[src/pmt_sp_pkg.sv]
package pmt_sp_pkg;

	// header byte offsets within the section
	localparam logic [11:0] OFF_TABLE_ID = 12'd0;
	localparam logic [11:0] OFF_LEN_HI   = 12'd1;
	localparam logic [11:0] OFF_LEN_LO   = 12'd2;
	localparam logic [11:0] OFF_PROG_HI  = 12'd3;
	localparam logic [11:0] OFF_PROG_LO  = 12'd4;
	localparam logic [11:0] OFF_INFO_HI  = 12'd10;
	localparam logic [11:0] OFF_INFO_LO  = 12'd11;
	localparam logic [11:0] OFF_LOOP     = 12'd12;
	localparam logic [11:0] OFF_MAX      = 12'hFFF;

	// byte positions inside one stream entry
	localparam logic [12:0] ENT_TYPE    = 13'd0;
	localparam logic [12:0] ENT_PID_HI  = 13'd1;
	localparam logic [12:0] ENT_PID_LO  = 13'd2;
	localparam logic [12:0] ENT_LEN_HI  = 13'd3;
	localparam logic [12:0] ENT_LEN_LO  = 13'd4;
	localparam logic [12:0] ENT_TAG     = 13'd5;
	localparam logic [12:0] ENT_HDR_LEN = 13'd5;

	localparam logic [7:0] TYPE_VIDEO   = 8'd2;
	localparam logic [7:0] TYPE_AUDIO   = 8'd3;
	localparam logic [7:0] TYPE_PRIVATE = 8'd6;
	localparam logic [7:0] TAG_TELETEXT = 8'd86;
	localparam logic [7:0] COUNT_MAX    = 8'hFF;

	localparam logic KIND_ENTRY   = 1'b0;
	localparam logic KIND_SUMMARY = 1'b1;

	localparam int DATA_W = 104;

	typedef struct packed {
		logic        kind;
		logic        last;
		logic [7:0]  stype;
		logic [12:0] pid;
		logic [11:0] es_len;
		logic [7:0]  tag;
		logic [15:0] prog;
		logic [11:0] slen;
		logic [12:0] apid;
		logic [12:0] vpid;
		logic        ttx;
		logic [7:0]  cnt;
	} rec_t;

	// records caused by one input byte, first one leaves first
	typedef struct packed {
		logic [1:0] num;
		rec_t       first;
		rec_t       second;
	} pair_t;

endpackage

[src/pmt_sp_core.sv]
module pmt_sp_core
	import pmt_sp_pkg::*;
(
	input  logic       clk,
	input  logic       arst_n,
	input  logic       accept,
	input  logic [7:0] section_byte,
	input  logic       last_byte,
	output pair_t      pair
);

	logic [11:0] off_q, len_q, info_q, elen_q;
	logic [15:0] prog_q;
	logic [12:0] es_q, pid_q, apid_q, vpid_q;
	logic [7:0]  etype_q, cnt_q;
	logic        ttx_q, done_q;

	logic [11:0] off_d, len_d, info_d, elen_d;
	logic [15:0] prog_d;
	logic [12:0] es_d, pid_d, apid_d, vpid_d;
	logic [7:0]  etype_d, cnt_d;
	logic        ttx_d, done_d;

	logic [12:0] off_ext, rel, rel_eff, es_next;
	logic        active, ent_hit;
	rec_t        ent_rec, sum_rec;

	assign off_ext = {1'b0, off_q};

	always_comb begin
		len_d   = len_q;
		prog_d  = prog_q;
		info_d  = info_q;
		es_d    = es_q;
		etype_d = etype_q;
		pid_d   = pid_q;
		elen_d  = elen_q;
		apid_d  = apid_q;
		vpid_d  = vpid_q;
		ttx_d   = ttx_q;
		cnt_d   = cnt_q;
		done_d  = done_q;

		unique case (off_q)
			OFF_TABLE_ID: begin
				len_d   = '0;
				prog_d  = '0;
				info_d  = '0;
				es_d    = '0;
				etype_d = '0;
				pid_d   = '0;
				elen_d  = '0;
				apid_d  = '0;
				vpid_d  = '0;
				ttx_d   = 1'b0;
				cnt_d   = '0;
				done_d  = 1'b0;
			end
			OFF_LEN_HI:  len_d  = {section_byte[3:0], 8'h00};
			OFF_LEN_LO:  len_d  = len_q | {4'h0, section_byte};
			OFF_PROG_HI: prog_d = {section_byte, 8'h00};
			OFF_PROG_LO: prog_d = prog_q | {8'h00, section_byte};
			OFF_INFO_HI: info_d = {section_byte[3:0], 8'h00};
			OFF_INFO_LO: begin
				info_d = info_q | {4'h0, section_byte};
				es_d   = {1'b0, OFF_LOOP} + {1'b0, info_q | {4'h0, section_byte}};
			end
			default: ;
		endcase

		// entry loop; header offsets never reach it
		active  = (off_q >= OFF_LOOP) && !done_q && (off_ext >= es_q);
		rel     = off_ext - es_q;
		ent_hit = active && (rel == ENT_TAG);
		es_next = es_q + ENT_HDR_LEN + {1'b0, elen_q};
		rel_eff = rel;

		if (ent_hit) begin
			if (etype_q == TYPE_AUDIO)
				apid_d = pid_q;
			else if (etype_q == TYPE_VIDEO)
				vpid_d = pid_q;
			if (etype_q == TYPE_PRIVATE && section_byte == TAG_TELETEXT)
				ttx_d = 1'b1;
			if (cnt_q != COUNT_MAX)
				cnt_d = cnt_q + 8'd1;
			es_d    = es_next;
			// empty ES info: this tag byte opens the next entry
			rel_eff = (off_ext == es_next) ? ENT_TYPE : ENT_TAG + 13'd1;
		end

		if (active) begin
			unique case (rel_eff)
				ENT_TYPE: begin
					if ({1'b0, es_d} + {1'b0, ENT_HDR_LEN} < {2'b00, len_q})
						etype_d = section_byte;
					else
						done_d = 1'b1;
				end
				ENT_PID_HI: pid_d  = {section_byte[4:0], 8'h00};
				ENT_PID_LO: pid_d  = pid_q | {5'h00, section_byte};
				ENT_LEN_HI: elen_d = {section_byte[3:0], 8'h00};
				ENT_LEN_LO: elen_d = elen_q | {4'h0, section_byte};
				default: ;
			endcase
		end
	end

	always_comb begin
		if (last_byte)
			off_d = '0;
		else if (off_q != OFF_MAX)
			off_d = off_q + 12'd1;
		else
			off_d = off_q;
	end

	always_comb begin
		ent_rec.kind   = KIND_ENTRY;
		ent_rec.last   = !last_byte;
		ent_rec.stype  = etype_q;
		ent_rec.pid    = pid_q;
		ent_rec.es_len = elen_q;
		ent_rec.tag    = section_byte;
		ent_rec.prog   = prog_d;
		ent_rec.slen   = len_d;
		ent_rec.apid   = apid_d;
		ent_rec.vpid   = vpid_d;
		ent_rec.ttx    = ttx_d;
		ent_rec.cnt    = cnt_d;

		sum_rec        = ent_rec;
		sum_rec.kind   = KIND_SUMMARY;
		sum_rec.last   = 1'b1;
		sum_rec.stype  = '0;
		sum_rec.pid    = '0;
		sum_rec.es_len = '0;
		sum_rec.tag    = '0;

		pair.second = sum_rec;
		if (ent_hit) begin
			pair.first = ent_rec;
			pair.num   = last_byte ? 2'd2 : 2'd1;
		end else begin
			pair.first = sum_rec;
			pair.num   = last_byte ? 2'd1 : 2'd0;
		end
	end

	always_ff @(posedge clk or negedge arst_n) begin
		if (!arst_n) begin
			off_q   <= '0;
			len_q   <= '0;
			prog_q  <= '0;
			info_q  <= '0;
			es_q    <= '0;
			etype_q <= '0;
			pid_q   <= '0;
			elen_q  <= '0;
			apid_q  <= '0;
			vpid_q  <= '0;
			ttx_q   <= 1'b0;
			cnt_q   <= '0;
			done_q  <= 1'b0;
		end else if (accept) begin
			off_q   <= off_d;
			len_q   <= len_d;
			prog_q  <= prog_d;
			info_q  <= info_d;
			es_q    <= es_d;
			etype_q <= etype_d;
			pid_q   <= pid_d;
			elen_q  <= elen_d;
			apid_q  <= apid_d;
			vpid_q  <= vpid_d;
			ttx_q   <= ttx_d;
			cnt_q   <= cnt_d;
			done_q  <= done_d;
		end
	end

endmodule

[src/pmt_sp_outbuf.sv]
module pmt_sp_outbuf
	import pmt_sp_pkg::*;
(
	input  logic  clk,
	input  logic  arst_n,
	input  logic  load,
	input  pair_t pair,
	output logic  room,
	output logic  out_valid,
	input  logic  out_ready,
	output rec_t  out_rec
);

	logic [1:0] cnt_q;
	rec_t       rec0_q, rec1_q;
	logic       pop;

	assign out_valid = (cnt_q != 2'd0);
	assign out_rec   = rec0_q;
	assign pop       = out_valid && out_ready;
	// a new pair fits once the last held record leaves this cycle
	assign room      = (cnt_q == 2'd0) || ((cnt_q == 2'd1) && out_ready);

	always_ff @(posedge clk or negedge arst_n) begin
		if (!arst_n) begin
			cnt_q <= '0;
		end else if (load) begin
			cnt_q <= pair.num;
		end else if (pop) begin
			cnt_q <= cnt_q - 2'd1;
		end
	end

	always_ff @(posedge clk) begin
		if (load) begin
			rec0_q <= pair.first;
			rec1_q <= pair.second;
		end else if (pop) begin
			rec0_q <= rec1_q;
		end
	end

endmodule

[src/pmt_sp_top.sv]
// Output: the records that a byte causes are registered in the output buffer on accept.
// Throughput: one byte per cycle while m_tready is high; a byte that yields an entry
//   and a summary record stalls input until the first leaves the single output port.
// Reset: arst_n clears the section offset, all header and entry state and the
//   output buffer count; the block is ready in the first cycle after reset.
module pmt_section_parser_top
	import pmt_sp_pkg::*;
(
	input  logic              clk,
	input  logic              arst_n,
	input  logic              s_tvalid,
	output logic              s_tready,
	input  logic [7:0]        s_tdata,   // section_byte
	input  logic              s_tlast,   // last_byte
	output logic              m_tvalid,
	input  logic              m_tready,
	// stream_type, elementary_pid, es_info_length, descriptor_tag, program_number,
	// section_length, audio_pid, video_pid, has_teletext, stream_count
	output logic [DATA_W-1:0] m_tdata,
	output logic              m_tlast,   // last_of_run
	output logic              m_tuser    // record_kind
);

	logic  accept;
	pair_t pair;
	rec_t  rec;

	assign accept = s_tvalid && s_tready;

	pmt_sp_core u_core (
		.clk          (clk),
		.arst_n       (arst_n),
		.accept       (accept),
		.section_byte (s_tdata),
		.last_byte    (s_tlast),
		.pair         (pair)
	);

	pmt_sp_outbuf u_outbuf (
		.clk       (clk),
		.arst_n    (arst_n),
		.load      (accept),
		.pair      (pair),
		.room      (s_tready),
		.out_valid (m_tvalid),
		.out_ready (m_tready),
		.out_rec   (rec)
	);

	assign m_tdata = {rec.cnt, rec.ttx, rec.vpid, rec.apid, rec.slen, rec.prog,
	                  rec.tag, rec.es_len, rec.pid, rec.stype};
	assign m_tlast = rec.last;
	assign m_tuser = rec.kind;

	a_summary_last: assert property (@(posedge clk) disable iff (!arst_n)
		m_tvalid && m_tuser |-> m_tlast)
		else $error("summary record not last of its run");

	a_entry_counted: assert property (@(posedge clk) disable iff (!arst_n)
		m_tvalid && !m_tuser |-> m_tdata[103:96] != 8'd0)
		else $error("entry record with zero stream count");

	a_empty_ready: assert property (@(posedge clk) disable iff (!arst_n)
		!m_tvalid |-> s_tready)
		else $error("input stalled with empty output buffer");

	a_pair_order: assert property (@(posedge clk) disable iff (!arst_n)
		m_tvalid && !m_tready |=> m_tvalid && $stable(m_tdata))
		else $error("buffered record changed while stalled");

endmodule

[config.mk]
export PLATFORM = sky130hd
export DESIGN_NAME = pmt_section_parser_top
export DESIGN_NICKNAME = d
export VERILOG_FILES = /design/src/pmt_sp_pkg.sv /design/src/pmt_sp_core.sv /design/src/pmt_sp_outbuf.sv /design/src/pmt_sp_top.sv
export SDC_FILE = /design/constraint.sdc
export NUM_CORES = 1
export LEC_CHECK = 0
export BUFFER_PORTS_ARGS = -buffer_cell sky130_fd_sc_hd__buf_2
export CAP_MARGIN = 10
export CORE_MARGIN = 5
export CORE_UTILIZATION = 66
export DETAILED_ROUTE_END_ITERATION = 12
export GPL_TIMING_DRIVEN = 0
export HOLD_SLACK_MARGIN = 0.12
export PLACE_DENSITY = 0.89
export SYNTH_ARGS = -nofsm -noshare
export SYNTH_HDL_FRONTEND = slang
export SYNTH_SLANG_ARGS = --single-unit
[constraint.sdc]
create_clock -name clk -period 10.85 [get_ports clk]
set_input_delay 0.5425 -clock clk [delete_from_list [all_inputs] [get_ports clk]]
set_output_delay 0.5425 -clock clk [all_outputs]
set_load 0.03 [all_outputs]
### Word-level counts from Yosys, hierarchy flattened

Cells that the tools add are included.

* div/mod/pow operators: 0
* reduce and logical (&&, ||, !) cells: 19
* equality and inequality tests: 19
* add/subtract/negate cells: 8
* multipliers: 0
* multiplexer cells: 43
* bitwise gates (word level): 5
* shift operators: 0
* order comparisons: 3

Operators with widths (count)
* 106-bit two-way mux: 2
* 13-bit two-way mux: 11
* 108-bit two-way mux: 1
* 12-bit one-hot mux with 3 select lines: 2
* 8-bit two-way mux: 7
* 13-bit one-hot mux with 2 select lines: 2
* 12-bit two-way mux: 4
* 16-bit one-hot mux with 3 select lines: 1
* 12-bit by 8-bit bitwise OR with 12-bit output: 3
* 13-bit by 2-bit equality test with 1-bit output (second input constant): 2
* 13-bit by 3-bit equality test with 1-bit output (second input constant): 2
* 12-bit by 2-bit equality test with 1-bit output (second input constant): 2
* 12-bit by 4-bit equality test with 1-bit output (second input constant): 2
* 12-bit one-hot mux with 2 select lines: 1
* 8-bit by 2-bit equality test with 1-bit output (second input constant): 2
* 16-bit by 8-bit bitwise OR with 16-bit output: 1
* 13-bit by 3-bit adder with 14-bit output (second input constant): 1
* 14-bit by 12-bit less-than comparator with 1-bit output: 1
* 13-bit by 12-bit adder with 13-bit output: 1
* 13-bit by 3-bit adder with 13-bit output (second input constant): 1
* 4-bit by 12-bit adder with 13-bit output (first input constant): 1
* 12-bit by 13-bit equality test with 1-bit output: 1
* 13-bit by 1-bit equality test with 1-bit output (second input constant): 1
* 12-bit by 13-bit greater-or-equal comparator with 1-bit output: 1
* 25 further kinds: 44

* output and inout port bits: 108
* bits in writable memories: 0
* memories kept: 0
* memory bits (read-only): 0
* latch bits: 0
* bits in registers: 305

### Logic depth before layout (Yosys ltp)

* depth after elaboration: 10
* gate-level depth with buffers: 31

### Modules after synthesis

From an unflattened synthesis, not the netlist that was laid out.

* cells, all modules: 1718
* area total of the unflattened synthesis: 19214.7 um^2

Modules (own cells, without submodules)
* pmt_sp_core: instances 1, area an instance 11369.7 um^2, cells an instance 1369, seq. area each 3353.2 um^2
* pmt_sp_outbuf: instances 1, area an instance 7838.8 um^2, cells an instance 348, seq. area each 6416.2 um^2
* pmt_section_parser_top: instances 1, area an instance 6.3 um^2, cells an instance 1, seq. area each 0.0 um^2

### Worst setup path before layout

No wires, ideal clock.

* path kind: register to register
* start point: register u_core.off_q[0]
* end point: register u_core.etype_q[0]
* stages on the path, launching flop included: 30
* period minus slack after synthesis: 6.124 ns
* arrival time: 5.993 ns
* data required time: 10.719 ns
* setup time: 0.131 ns
* setup slack: 4.726 ns
* cells stage by stage: dfrtp_1 > inv_1 > ha_1 > inv_1 > fa_1 > and3_1 > nor3_2 > a31oi_1 > o311ai_1 > nand3_1 > nor4_1 > nand2_2 > buf_2 > a21oi_1 > ha_1 > inv_1 > a32o_1 > a21oi_1 > a21oi_1 > o21bai_1 > xor2_1 > ha_1 > a21o_1 > a21oi_1 > o21ai_0 > a21o_1 > a21oi_1 > o211ai_2 > nor3b_4 > o21ai_1

* longest elaborated chain between the ends: 10
* elaborated cells between the ends (all ways): 21
* classes of those cells: 2 x add/sub; 3 x order compare; 3 x eq/ne; 8 x mux; 5 x reduce/logical

Ends and longest elaborated chain
* start: declaration: RTL line pmt_sp_core.sv:12 `logic [11:0] off_q, len_q, info_q, elen_q;`
* start signal: assignment: RTL line pmt_sp_core.sv:152 `off_q <= '0;`
* start signal: assignment: RTL line pmt_sp_core.sv:166 `off_q <= off_d;`
* branches (longest 4 deep; another with 12-bit by 13-bit subtractor with 13-bit output)
* 13-bit two-way mux (*): RTL line pmt_sp_core.sv:78 `if (ent_hit) begin`
* named net u_core.es_d[1]: RTL line pmt_sp_core.sv:20 `logic [12:0] es_d, pid_d, apid_d, vpid_d;`
* 13-bit by 3-bit adder with 14-bit output (*): RTL line pmt_sp_core.sv:95 `if ({1'b0, es_d} + {1'b0, ENT_HDR_LEN} < {2'b00, len_q})`
* 14-bit by 12-bit less-than comparator with 1-bit output (*): RTL line pmt_sp_core.sv:95
* 8-bit two-way mux (*): RTL line pmt_sp_core.sv:95
* 8-bit two-way mux (*): RTL line pmt_sp_core.sv:93 `unique case (rel_eff)`
* 8-bit two-way mux (*): RTL line pmt_sp_core.sv:92 `if (active) begin`
* end signal: assignment: RTL line pmt_sp_core.sv:171 `etype_q <= etype_d;`
* end: declaration: RTL line pmt_sp_core.sv:15 `logic [7:0] etype_q, cnt_q;`

Mark *: on every way through the listed nets, which the timed path passes.
A chain may end at the register's enable or synchronous reset.

### Worst setup path in the final report

* start point: register u_core.off_q[0]
* end point: register u_core.etype_q[2]

Same word-level chain as after synthesis.

==> impl_metrics.ini <==
[cells_and_area]
syn_to_final_growth_pct = 12.41
final_cell_area_um2 = 18190
final_nets = 1783
drive_gt1_share_pct = 13.60

[critical_path]
worst-path-max-fanout = 10
slowest_delay_ps = 1010
required_ps = 11280
path_delay_family = compound AO/OA/AOI/OAI gates
path_class = reg -> reg
end_kind = register
crit_top_cell = a21oi_1
arrival_ps = 8650
crit_path_top_delay_cell = nor4_1
crit_path_start_kind = register
cp_num_buf_inv = 4

[global_route]
grt_pass1_wl_um = 73670
antenna_found_initial = 1
track_usage_pct = 33.39
grt-ovfl-total = 0
first_global_vias = 13130
grt_start_max_net_pins = 86

[power]
power_per_cell_area_nw_per_um2 = 282.5
power_frac_comb_pct = 46.6
power_switching_mw = 2.244
pwr-share-seq_pct = 34.7
power_mw = 5.139
leakage_nw = 7.922
sw_frac_of_total_pct = 43.67
p_int_mw = 2.895
p_clk_share_pct = 18.7
ir_drop_v = 0.0002015

[clock_tree]
cts.sinks = 305
cts_setup_buffers = 0
clk_pin_slew_ps = 70
cts_resized = 0
cts.htree.levels = 1
max-clock-path-buffers = 3
cts_buffers = 29
root_buffer = clkbuf_16
tritoncts = done
clock_latency_ps = 570

[synth]
synth_edf_count = 169
synthTopCellsByArea = edfxtp_1, dfrtp_1, ha_1
synth_warnings = 0
async_flop_share_pct = 44.59
avgSynthCellArea_um2 = 10.39
synth_area_um2 = 16180
synthDistinctLibCells = 85
seq_area_frac_synth_pct = 52.39
syn_inst = 1557
synth_seq_cells = 305
synth_fp_nets = 1628
yosysTopAreaCell = edfxtp_1
yosys-top-cells-count = edfxtp_1, dfrtp_1, nand2_1
synth_top_area_share_pct = 31.36
synth_ff_type = edfxtp_1
yosysMostFrequentCell = edfxtp_1

[drt]
wl_per_cell_um = 23.19
drtIter0Drc = 1465
postRouteAntennaNets = 0
drtPass1Iterations = 6
drt_wl_total_um = 47780
drc = 0
vias = 13740
vias_per_cell = 6.672

[place]
hpwl_um = 34250
finalWeightedCongestion = 0.9755
place_area_um2 = 17280
io_buffers = 120

[floorplanning]
die-area_um2 = 27750
initial_core_util_pct = 66.73
die_h_um = 166.6
io_pins = 121
core_area_um2 = 24250
die_w_um = 166.6
row_count = 57

[sta]
fmax_mhz = 121.7
period_needed_ps = 8219
setup_viol = 0
maxSlewHeadroom_pct = 19.08
worst_pin_slew_ps = 1203
skew_ps = 15.33
min_period_over_period_pct = 75.75
slew_violations = 0
rsz0062_at_grt = false
final_hold_viol_count = 0
fin_setup_tns_ps = 0

[run]
cap_viol_max_count = 0

[outcome]
status = complete, no violations

[min_path]
hold_class = in -> reg
==> cells by family (layout without fill, tap and decap cells) <==
logic type / Yosys count / in the layout / share of synthesized area (%)
adders and majority gates: 58 / 58 / 4.577
and+or+nand+nor: 567 / 567 / 17.90
AOI/OAI and AO/OA: 401 / 401 / 17.20
other: 0 / 1 / 0
buffers and inverters: 161 / 339 / 4.067
xor gates and xnor gates: 42 / 42 / 2.358
muxes: 23 / 23 / 1.500
DFF: 305 / 305 / 52.39
==> cell type report <==
type,instances,area (µm²)
Sequential cell,305,8478
Multi-Input combinational cell,1091,7056
Fill cell,1575,6058
Clock buffer,42,804.5
Timing Repair Buffer,124,699.4
Tap cell,324,405.4
Buffer,92,402.9
Inverter,69,259.0
Clock inverter,12,82.58
Antenna cell,1,2.502
==> worst paths after layout <==
check	end	slack (ps)	depth (start not counted)	start
setup / recovery	u_core.etype_q[2]	2630	30	u_core.off_q[0]
max in group asynchronous	u_core.elen_q[3]	9510	3	arst_n
hold reg to reg	u_core.prog_q[6]	490	1	u_core.prog_q[6]
hold / removal	u_outbuf.out_rec[104]	290	2	s_tlast
setup reg to reg	u_core.etype_q[2]	2630	30	u_core.off_q[0]
min in group asynchronous	u_core.prog_q[6]	520	2	arst_n
==> through the flow <==
step                      util (%)  worst slack (ps)  instances  hold WS [ps]
after CTS                    74.98              2900       2059         276.8
final                        75.02              2631       2060         289.2
after global routing         75.01              2217       2059         279.6
after floorplan                  -              4726       1557         246.9
after detailed placement     71.28              2971       2004         470.5
after global placement       70.88              3029       2001         459.5
==> cells in the final DEF, fill, tap and decap left out, types with 25 or more instances in the layout <==
master	instances
edfxtp_1	169
buf_2	141
nand2_1	136
dfrtp_1	136
nor2_1	134
a21oi_1	78
nand3_1	72
inv_1	69
clkbuf_1	65
ha_1	56
o21ai_0	53
a21o_1	47
a22o_1	46
nor3_1	39
a31oi_1	35
and2_1	33
o21a_1	29
clkbuf_16	29
and3_1	25
==> power by group through the flow <==
stage	Sequential (mW)	Combinational, mW	Clock, mW
4_1_cts	1.78	2.35	0.960
6_report	1.78	2.39	0.961
3_5_place_dp	1.79	2.31	0
2_1_floorplan	2.00	1.41	0
5_1_grt	1.81	2.57	1.02
3_3_place_gp	1.79	2.24	0
==> routing by layer <==
metal / wire [µm] / up-vias / part of all wire [%] / global-route usage [%]
met3: 5114 / 186 / 11 / 6.210
met4: 2355 / 0 / 4.9 / 14.76
met2: 21650 / 986 / 45 / 52.06
met5: 0 / - / 0 / 0
met1: 18660 / 6498 / 39 / 46.28
li1: - / 6074 / - / -
==> state kept, by name, indices dropped and copies added, names as in the netlist, 12 cells and up <==
signal and cells:
u_core.prog_q 16, u_outbuf.rec1_q 63, u_outbuf.out_rec 106, u_core.pid_q 13, u_core.vpid_q 13, u_core.info_q 12, u_core.len_q 12, u_core.off_q 12
u_core.es_q 13, u_core.apid_q 13, u_core.elen_q 12
==> timing repair <==
action,CTS,global route
setup endpoints to repair,0,0
hold buffers,1,0
hold endpoints to repair,51,0
No activity file was read; power rests on OpenSTA's default activity.
